**config.mk**
```make
export PLATFORM = sky130hd
export DESIGN_NAME = pts_ctrl
export DESIGN_NICKNAME = d
export VERILOG_FILES = /design/src/rtl/core/pts_pkg.sv /design/src/rtl/core/pts_ctrl.sv
export SDC_FILE = /design/constraint.sdc
export NUM_CORES = 1
export LEC_CHECK = 0
export ABC_AREA = 1
export BUFFER_PORTS_ARGS = -buffer_cell sky130_fd_sc_hd__buf_2
export CORE_MARGIN = 5
export CORE_UTILIZATION = 40
export DETAILED_ROUTE_END_ITERATION = 12
export SYNTH_ARGS = -nofsm -noshare
export SYNTH_HDL_FRONTEND = slang
export SYNTH_SLANG_ARGS = --single-unit
```
**constraint.sdc**
```tcl
create_clock -name clock -period 4 [get_ports clock]
set_input_delay 1 -clock clock [delete_from_list [all_inputs] [get_ports clock]]
set_output_delay 1 -clock clock [all_outputs]
set_load 0.005 [all_outputs]
```
**src/rtl/core/pts_pkg.sv**
```systemverilog
// ----------------------------------------------------------------------------
// pts_pkg
// Shared widths, datapath command codes and control/status types for the
// prime two-squares decomposition block.
// ----------------------------------------------------------------------------
package pts_pkg;

   localparam int PRIME_W      = 31;
   localparam int PRIME_BITS   = 31;
   localparam int ROOT_W       = 17;
   localparam int SEARCH_LIMIT = 128;
   localparam int X_W          = $clog2(SEARCH_LIMIT + 1);
   localparam int CNT_W        = $clog2(PRIME_BITS);
   localparam int TERM_W       = 32;
   localparam int NUM_W        = 64;
   localparam int DIV_CNT_W    = $clog2(NUM_W);
   localparam int OP_W         = 5;

   localparam logic [OP_W-1:0] OP_NONE     = 5'd0;
   localparam logic [OP_W-1:0] OP_LOAD     = 5'd1;
   localparam logic [OP_W-1:0] OP_POW_INIT = 5'd2;
   localparam logic [OP_W-1:0] OP_MM_ACC   = 5'd3;
   localparam logic [OP_W-1:0] OP_MM_BASE  = 5'd4;
   localparam logic [OP_W-1:0] OP_MM_SQ    = 5'd5;
   localparam logic [OP_W-1:0] OP_SET_ACC  = 5'd6;
   localparam logic [OP_W-1:0] OP_SET_BASE = 5'd7;
   localparam logic [OP_W-1:0] OP_ROOT     = 5'd8;
   localparam logic [OP_W-1:0] OP_NEXT_X   = 5'd9;
   localparam logic [OP_W-1:0] OP_MUL      = 5'd10;
   localparam logic [OP_W-1:0] OP_SUM      = 5'd11;
   localparam logic [OP_W-1:0] OP_DIV_S    = 5'd12;
   localparam logic [OP_W-1:0] OP_DIV_A    = 5'd13;
   localparam logic [OP_W-1:0] OP_DIV_B    = 5'd14;
   localparam logic [OP_W-1:0] OP_WR_Q     = 5'd15;
   localparam logic [OP_W-1:0] OP_WR_U     = 5'd16;
   localparam logic [OP_W-1:0] OP_WR_V     = 5'd17;
   localparam logic [OP_W-1:0] OP_EMIT     = 5'd18;

   // descent term being built
   localparam logic [1:0] K_NA   = 2'd0;
   localparam logic [1:0] K_NB   = 2'd1;
   localparam logic [1:0] K_NM   = 2'd2;
   localparam logic [1:0] K_INIT = 2'd3;

   typedef struct packed {
      logic [OP_W-1:0] op;
      logic [1:0]      k;
      logic            t;
   } cmd_type;

   typedef struct packed {
      logic p_lt2;
      logic x_end;
      logic e_bit;
      logic i_last;
      logic mm_done;
      logic mm_root;
      logic div_done;
      logic m_le1;
   } sts_type;

endpackage

```
**src/rtl/core/pts_ctrl.sv**
```systemverilog
// ----------------------------------------------------------------------------
// pts_ctrl
// Sequencer: root search, exponentiation, descent and result handshake.
// ----------------------------------------------------------------------------
module pts_ctrl (
   input  logic             clock,
   input  logic             reset,
   input  logic             req_valid,
   output logic             req_ready,
   output logic             rsp_valid,
   input  logic             rsp_ready,
   input  pts_pkg::sts_type sts,
   output pts_pkg::cmd_type cmd
);
   import pts_pkg::*;

   localparam logic [4:0] S_IDLE    = 5'd0;
   localparam logic [4:0] S_SRCH    = 5'd1;
   localparam logic [4:0] S_POW_A   = 5'd2;
   localparam logic [4:0] S_WAIT_A  = 5'd3;
   localparam logic [4:0] S_POW_B   = 5'd4;
   localparam logic [4:0] S_WAIT_B  = 5'd5;
   localparam logic [4:0] S_SQ      = 5'd6;
   localparam logic [4:0] S_WAIT_SQ = 5'd7;
   localparam logic [4:0] S_MUL0    = 5'd8;
   localparam logic [4:0] S_SUM0    = 5'd9;
   localparam logic [4:0] S_MUL1    = 5'd10;
   localparam logic [4:0] S_SUM1    = 5'd11;
   localparam logic [4:0] S_DIV     = 5'd12;
   localparam logic [4:0] S_DWAIT   = 5'd13;
   localparam logic [4:0] S_LOOP    = 5'd14;
   localparam logic [4:0] S_WU      = 5'd15;
   localparam logic [4:0] S_DIVB    = 5'd16;
   localparam logic [4:0] S_WV      = 5'd17;
   localparam logic [4:0] S_DONE    = 5'd18;

   logic [4:0] state_ff, state_in;
   logic [1:0] k_ff, k_in;
   logic       rv_ff, rv_in;

   always_comb begin
      state_in = state_ff;
      k_in     = k_ff;
      rv_in    = rv_ff && !rsp_ready;
      cmd.op   = OP_NONE;
      cmd.k    = k_ff;
      cmd.t    = 1'b0;
      unique case (state_ff)
         S_IDLE: begin
            if (req_valid) begin
               cmd.op   = OP_LOAD;
               state_in = S_SRCH;
            end
         end
         S_SRCH: begin
            if (sts.p_lt2 || sts.x_end) begin
               state_in = S_DONE;
            end else begin
               cmd.op   = OP_POW_INIT;
               state_in = S_POW_A;
            end
         end
         S_POW_A: begin
            if (sts.e_bit) begin
               cmd.op   = OP_MM_ACC;
               state_in = S_WAIT_A;
            end else begin
               state_in = S_POW_B;
            end
         end
         S_WAIT_A: begin
            if (sts.mm_done) begin
               cmd.op   = OP_SET_ACC;
               state_in = S_POW_B;
            end
         end
         S_POW_B: begin
            cmd.op   = OP_MM_BASE;
            state_in = S_WAIT_B;
         end
         S_WAIT_B: begin
            if (sts.mm_done) begin
               cmd.op   = OP_SET_BASE;
               state_in = sts.i_last ? S_SQ : S_POW_A;
            end
         end
         S_SQ: begin
            cmd.op   = OP_MM_SQ;
            state_in = S_WAIT_SQ;
         end
         S_WAIT_SQ: begin
            if (sts.mm_done) begin
               if (sts.mm_root) begin
                  cmd.op   = OP_ROOT;
                  k_in     = K_INIT;
                  state_in = S_MUL0;
               end else begin
                  cmd.op   = OP_NEXT_X;
                  state_in = S_SRCH;
               end
            end
         end
         S_MUL0: begin
            cmd.op   = OP_MUL;
            state_in = S_SUM0;
         end
         S_SUM0: begin
            cmd.op   = OP_SUM;
            state_in = (k_ff == K_INIT) ? S_DIV : S_MUL1;
         end
         S_MUL1: begin
            cmd.op   = OP_MUL;
            cmd.t    = 1'b1;
            state_in = S_SUM1;
         end
         S_SUM1: begin
            cmd.op   = OP_SUM;
            cmd.t    = 1'b1;
            state_in = S_DIV;
         end
         S_DIV: begin
            cmd.op   = OP_DIV_S;
            state_in = S_DWAIT;
         end
         S_DWAIT: begin
            if (sts.div_done) begin
               cmd.op = OP_WR_Q;
               if (k_ff == K_INIT || k_ff == K_NM) begin
                  state_in = S_LOOP;
               end else begin
                  k_in     = k_ff + 1'b1;
                  state_in = S_MUL0;
               end
            end
         end
         S_LOOP: begin
            if (sts.m_le1) begin
               state_in = S_DONE;
            end else begin
               cmd.op   = OP_DIV_A;
               state_in = S_WU;
            end
         end
         S_WU: begin
            if (sts.div_done) begin
               cmd.op   = OP_WR_U;
               state_in = S_DIVB;
            end
         end
         S_DIVB: begin
            cmd.op   = OP_DIV_B;
            state_in = S_WV;
         end
         S_WV: begin
            if (sts.div_done) begin
               cmd.op   = OP_WR_V;
               k_in     = K_NA;
               state_in = S_MUL0;
            end
         end
         S_DONE: begin
            if (!rv_ff || rsp_ready) begin
               cmd.op   = OP_EMIT;
               rv_in    = 1'b1;
               state_in = S_IDLE;
            end
         end
         default: state_in = S_IDLE;
      endcase
   end

   always_ff @(posedge clock) begin
      if (reset) begin
         state_ff <= S_IDLE;
         k_ff     <= K_NA;
         rv_ff    <= 1'b0;
      end else begin
         state_ff <= state_in;
         k_ff     <= k_in;
         rv_ff    <= rv_in;
      end
   end

   assign req_ready = state_ff == S_IDLE;
   assign rsp_valid = rv_ff;
endmodule

```
== Word level (Yosys, flattened, before mapping) ==
Cells that the tools add are included.
W data, S select, Z words.
Storage, ports and cells
  register bits after elaboration: 8
  output and inout bits: 10
  word-level logic and storage cells: 85
Operators by class
  add/sub/neg operators: 1
  eq/ne operators: 30
  multiplexer cells: 38
  reductions and logical operators: 13
Operators with widths (count)
  $pmux W5 S19: 1
  $pmux W5 S17: 1
  $mux W5: 13
  $eq A5 B4 Y1 const B: 8
  $eq A5 B3 Y1 const B: 4
  $ne A2 B2 Y1 const B: 10
  $mux W3: 6
  $mux W4: 4
  $eq A5 B5 Y1 const B: 3
  $mux W2: 7
  $eq A5 B2 Y1 const B: 2
  $reduce_and A8 Y1: 1
  $pmux W2 S3: 1
  $reduce_and A6 Y1: 1
  $reduce_or A2 Y1: 3
  $eq A5 B1 Y1 const B: 1
  $logic_not A5 Y1: 1
  $mux W1: 5
  $eq A2 B2 Y1 const B: 2
  $logic_or A1 B1 Y1: 3
  $reduce_bool A3 Y1: 1
  $add A2 B1 Y2 const B: 1
  $logic_not A1 Y1: 2
  $logic_and A1 B1 Y1: 1

== Depth between registers and ports, before layout ==
  word-level depth: 5
  gate-level depth with buffers: 12

== Worst setup path before layout ==
OpenSTA, ideal clock, no wires.
  kind: input port to output port
  start: input sts[6] (netlist bit)
  end: output cmd[4] (netlist bit)
  arrival: 1534 ps
  data required time: 3000 ps
  setup slack: 1466 ps
  cell stages on the path: 4
  path buffers: 0
  cell sequence: or2_2 -> o22ai_1 -> nor3_1 -> nand3_1
RTL lines
  start: declaration: RTL line pts_ctrl.sv:12  | input pts_pkg::sts_type sts,
  end: declaration: RTL line pts_ctrl.sv:13  | output pts_pkg::cmd_type cmd

==> results <==
- Detailed placement finished with a half-perimeter wire length of 2470 um.
- The total wire length after detailed routing is 2940 um.
- Global routing consumed, on the met3 layer, 3.83% of the routing resources.
- The run finished with clean final reports.
- The worst hold path depth is 2.
- Of the total synthesized cell area, the portion taken by full adders, half adders and majority gates is 2.42%.
- The register bit total from synthesis is 8.
- The largest voltage drop on the vdd net is 0.000309 V.
- The first global-routing pass estimated 4900 um of wire.
- The kind of launch point of the worst setup path is a flop.
- After clock tree synthesis, the flow added hold-fix buffers numbering 0.
- The dominant combinational cell family by area after synthesis is simple AND/OR/NAND/NOR gates.
- The total global routing overflow is 0.
- The effective utilization at floorplan is 41.7%.
- STA classifies the critical path endpoint as an output port.
- The total track usage is 17.6%.
- The worst-case clock skew is 1.10 ps.
- The proportion of synthesized area in mux cells is 0%.
- Of all nets on the critical path, the largest fanout is 10.
- Setup repair after global routing left no endpoint under its margin.
- With fillers left out, the area of the finished cells amounts to 0.00116 mm2.
- The count of warnings emitted by yosys is 0.
- The worst setup path is of the reg -> out kind.
- The die boundary width is 60.8 um.
- In the global route stage, met2 resource usage came out at 29.0%.
- Summed over all failing endpoints, the final setup total negative slack is 0 ps.
- The number of nets handed over by synthesis was 187.
- The routed layout has 1187 vias.
- The number of nets in the layout is 208.
- Synthesis produced 173 cells.
- Fill cells in the final layout number 285.
- The initialized floorplan defines 18 standard-cell rows.
- The worst path uses 74.1% of the clock period.
- The relative slew slack is 58.7%.
- Summing the areas of all xor and xnor instances in the mapped netlist gives 0% of the synthesized area.
- The global routing stage identified its most utilized layer as met2.
- The number of global-route vias before repair is 1107.
- The via density per instance is 5.35.
- The routability congestion estimate from global placement is 0.929.
- The cell area after synthesis is 0.00103 mm2.
- The first routing iteration left 44 violations.
- The tightest hold path in the finished design has a slack of 549 ps.
- Derived from the worst setup path, the maximum achievable clock frequency is 0.338 GHz.
- The footprint of the multi-input gates is 743 um2.
- The fraction of met1 tracks used by global routing is 24.0%.
- In the post-synthesis netlist, the biggest area contributors are dfxtp_1, nand2_1, nand3_1, nor2_1, inv_1.
- The number of cells upsized or downsized after cts is 0.
- The cell type with the highest aggregate area in the netlist is dfxtp_1.
- The sequential-to-total area share from yosys stat is 15.5%.
- The post-route netlist has 31.3% of its cells at a drive strength greater than 1.
- The number of antenna-violating nets in the routed design is 0.
- After Yosys synthesis, and, or, nand and nor cells account for 54.1% of the synthesized area.
- Power spread over the standard cell area amounts to 483 mW/mm2.
- After detailed routing, the average wire length per cell comes to 13.2 um.
- The number of distinct library cell variants in the gate-level netlist after synthesis is 27.
- Summing all flip-flop and latch instances after layout gives 160 um2.
- The number of max-slew violations in the final report is 0.
- The residual DRC count is 0.
- The CTS tree is built.
- The core occupancy in the finished layout is 46.7%.
- The worst register-to-register path has a depth of 6.
- The number of iterations in the first detailed-routing pass is 4.
- Setup violations remaining at the end of the flow were counted as 0.
- The clock latency on the worst-skew pair is 250 ps.
- The initial antenna violation count is 0.
- The maximum number of pins on one net before global-route repair is 12.
- For the worst setup path, the data required time is 3000 ps.
- For the pin with the worst max-slew slack, the measured transition is 619 ps.
- Summed over all cells, the static leakage comes to 0.584 nW.
- The clock root buffer is clkbuf_4.
- The number of hold violations in the final report was 0.
- The placed instances occupy a cell area of 0.00113 mm2.
- Buffers added to address setup during post-CTS repair amount to 0.
- The clock-pin slew on the worst setup and hold paths is 50 ps.
- At the worst endpoint, the arrival time is 1960 ps.
- 22 I/O pins were placed.
- The maximum root-to-sink buffer count is 2.
- The top cell type by area accounts for 15.5% of the synthesized area.
- The core region area is 0.00248 mm2.
- The post-route minimum period is 2960 ps.
- The die covers 0.00370 mm2.
- The design draws 0.559 mW.
- The clock drives 8 sinks.
- The post-synthesis to final-layout area growth is 12.0%.
- The die extent in y is 60.8 um.
- The number of antenna diodes in the final layout is 0.
- Port buffering added 21 buffers.
- The CTS buffer count is 3.
- The number of H-tree levels is 1.
- Summing the areas of all compound-gate instances in the mapped netlist gives 15.4% of the synthesized area.
- Each instance of the synthesized netlist takes up on average 5.97 um2.
- The worst hold path belongs to the class reg -> reg.
- Across the run, the number of max-cap violations was 0.
path summary, 6_finish.rpt:
check                                         startpoint                   end  slack [ps]
worst max-delay path            state_ff[4]$_SDFFE_PP0P_                cmd[3]        1040
worst min-delay path                k_ff[0]$_SDFFE_PP0P_  k_ff[0]$_SDFFE_PP0P_         550
worst max register to register  state_ff[2]$_SDFFE_PP0P_  k_ff[1]$_SDFFE_PP0P_        2280
worst min register to register      k_ff[0]$_SDFFE_PP0P_  k_ff[0]$_SDFFE_PP0P_         550
cells in the mapped netlist, drive strengths merged:
| library cell | count |
|---|---|
| nand2 | 49 |
| ha | 2 |
| nand3 | 19 |
| o22ai | 2 |
| a21oi | 12 |
| inv | 23 |
| or2 | 2 |
| dfxtp | 8 |
| o21ai | 11 |
| nor2 | 31 |
| nor3 | 4 |
| o2111ai | 1 |
| o211ai | 1 |
| nand4 | 3 |
| buf | 5 |
critical path: stages, from the launching register on:
cell and delay (ps):
dfxtp_1 710, nor2_2 110, nand2_1 160, nor2_2 70
nand2_1 120, o21ai_0 130, nor3_1 150, o211ai_1 100
buf_2 140
registers in the layout (all words and copies together), names as in the netlist:
register,count
rsp_valid,1
state_ff,5
k_ff,2
metal layers:
layer / part of all wire, % / vias to the layer above
li1: - / 595
met1: 41 / 532
met2: 50 / 57
met3: 8.3 / 3
met4: 0.41 / 0
met5: 0 / -
per-stage QoR:
stage / instances / worst slack (ps)
after detailed placement: 219 / 1170
after floorplan: 173 / 1470
after global placement: 219 / 1220
final: 222 / 1040
after global routing: 222 / 849
after CTS: 222 / 1040
kinds of logic after synthesis:
logic type               after synthesis
flip-flops                             8
AO/OA/AOI/OAI                         27
buffers and inverters                 28
AND/OR/NAND/NOR                      108
adder cells (fa/ha/maj)                2
layout by cell type, fill, tap and decap left out:
cell / instances
buf_2: 21
o2111ai_1: 1
nand3_4: 2
o211ai_1: 1
nand2_4: 4
inv_2: 5
nor2_4: 2
nand3_1: 16
o21ai_1: 1
o22ai_1: 2
clkbuf_4: 3
nand2_2: 6
nand3_2: 1
a21oi_1: 8
inv_4: 1
o21ai_0: 10
dfxtp_1: 8
or2_2: 2
nor3_1: 4
nor2_1: 20
nand4_1: 3
nand2_1: 39
inv_1: 17
ha_1: 2
nor2_2: 9
a21oi_2: 4
power breakdown:
group / internal [mW] / leakage (nW) / switching [mW]
Combinational: 0.130 / 0.505 / 0.226
Clock: 0.0343 / 0.0138 / 0.0277
Sequential: 0.0969 / 0.0650 / 0.0444
Total: 0.261 / 0.584 / 0.298
layout make-up:
type | instances | area share, %
tap | 30 | 3.24
timing repair buffer | 21 | 9.08
inverter | 23 | 7.68
multi-input combinational | 137 | 64.2
sequential | 8 | 13.8
clock buffer | 3 | 1.95
Note: power is estimated with default switching activity, not from simulation.
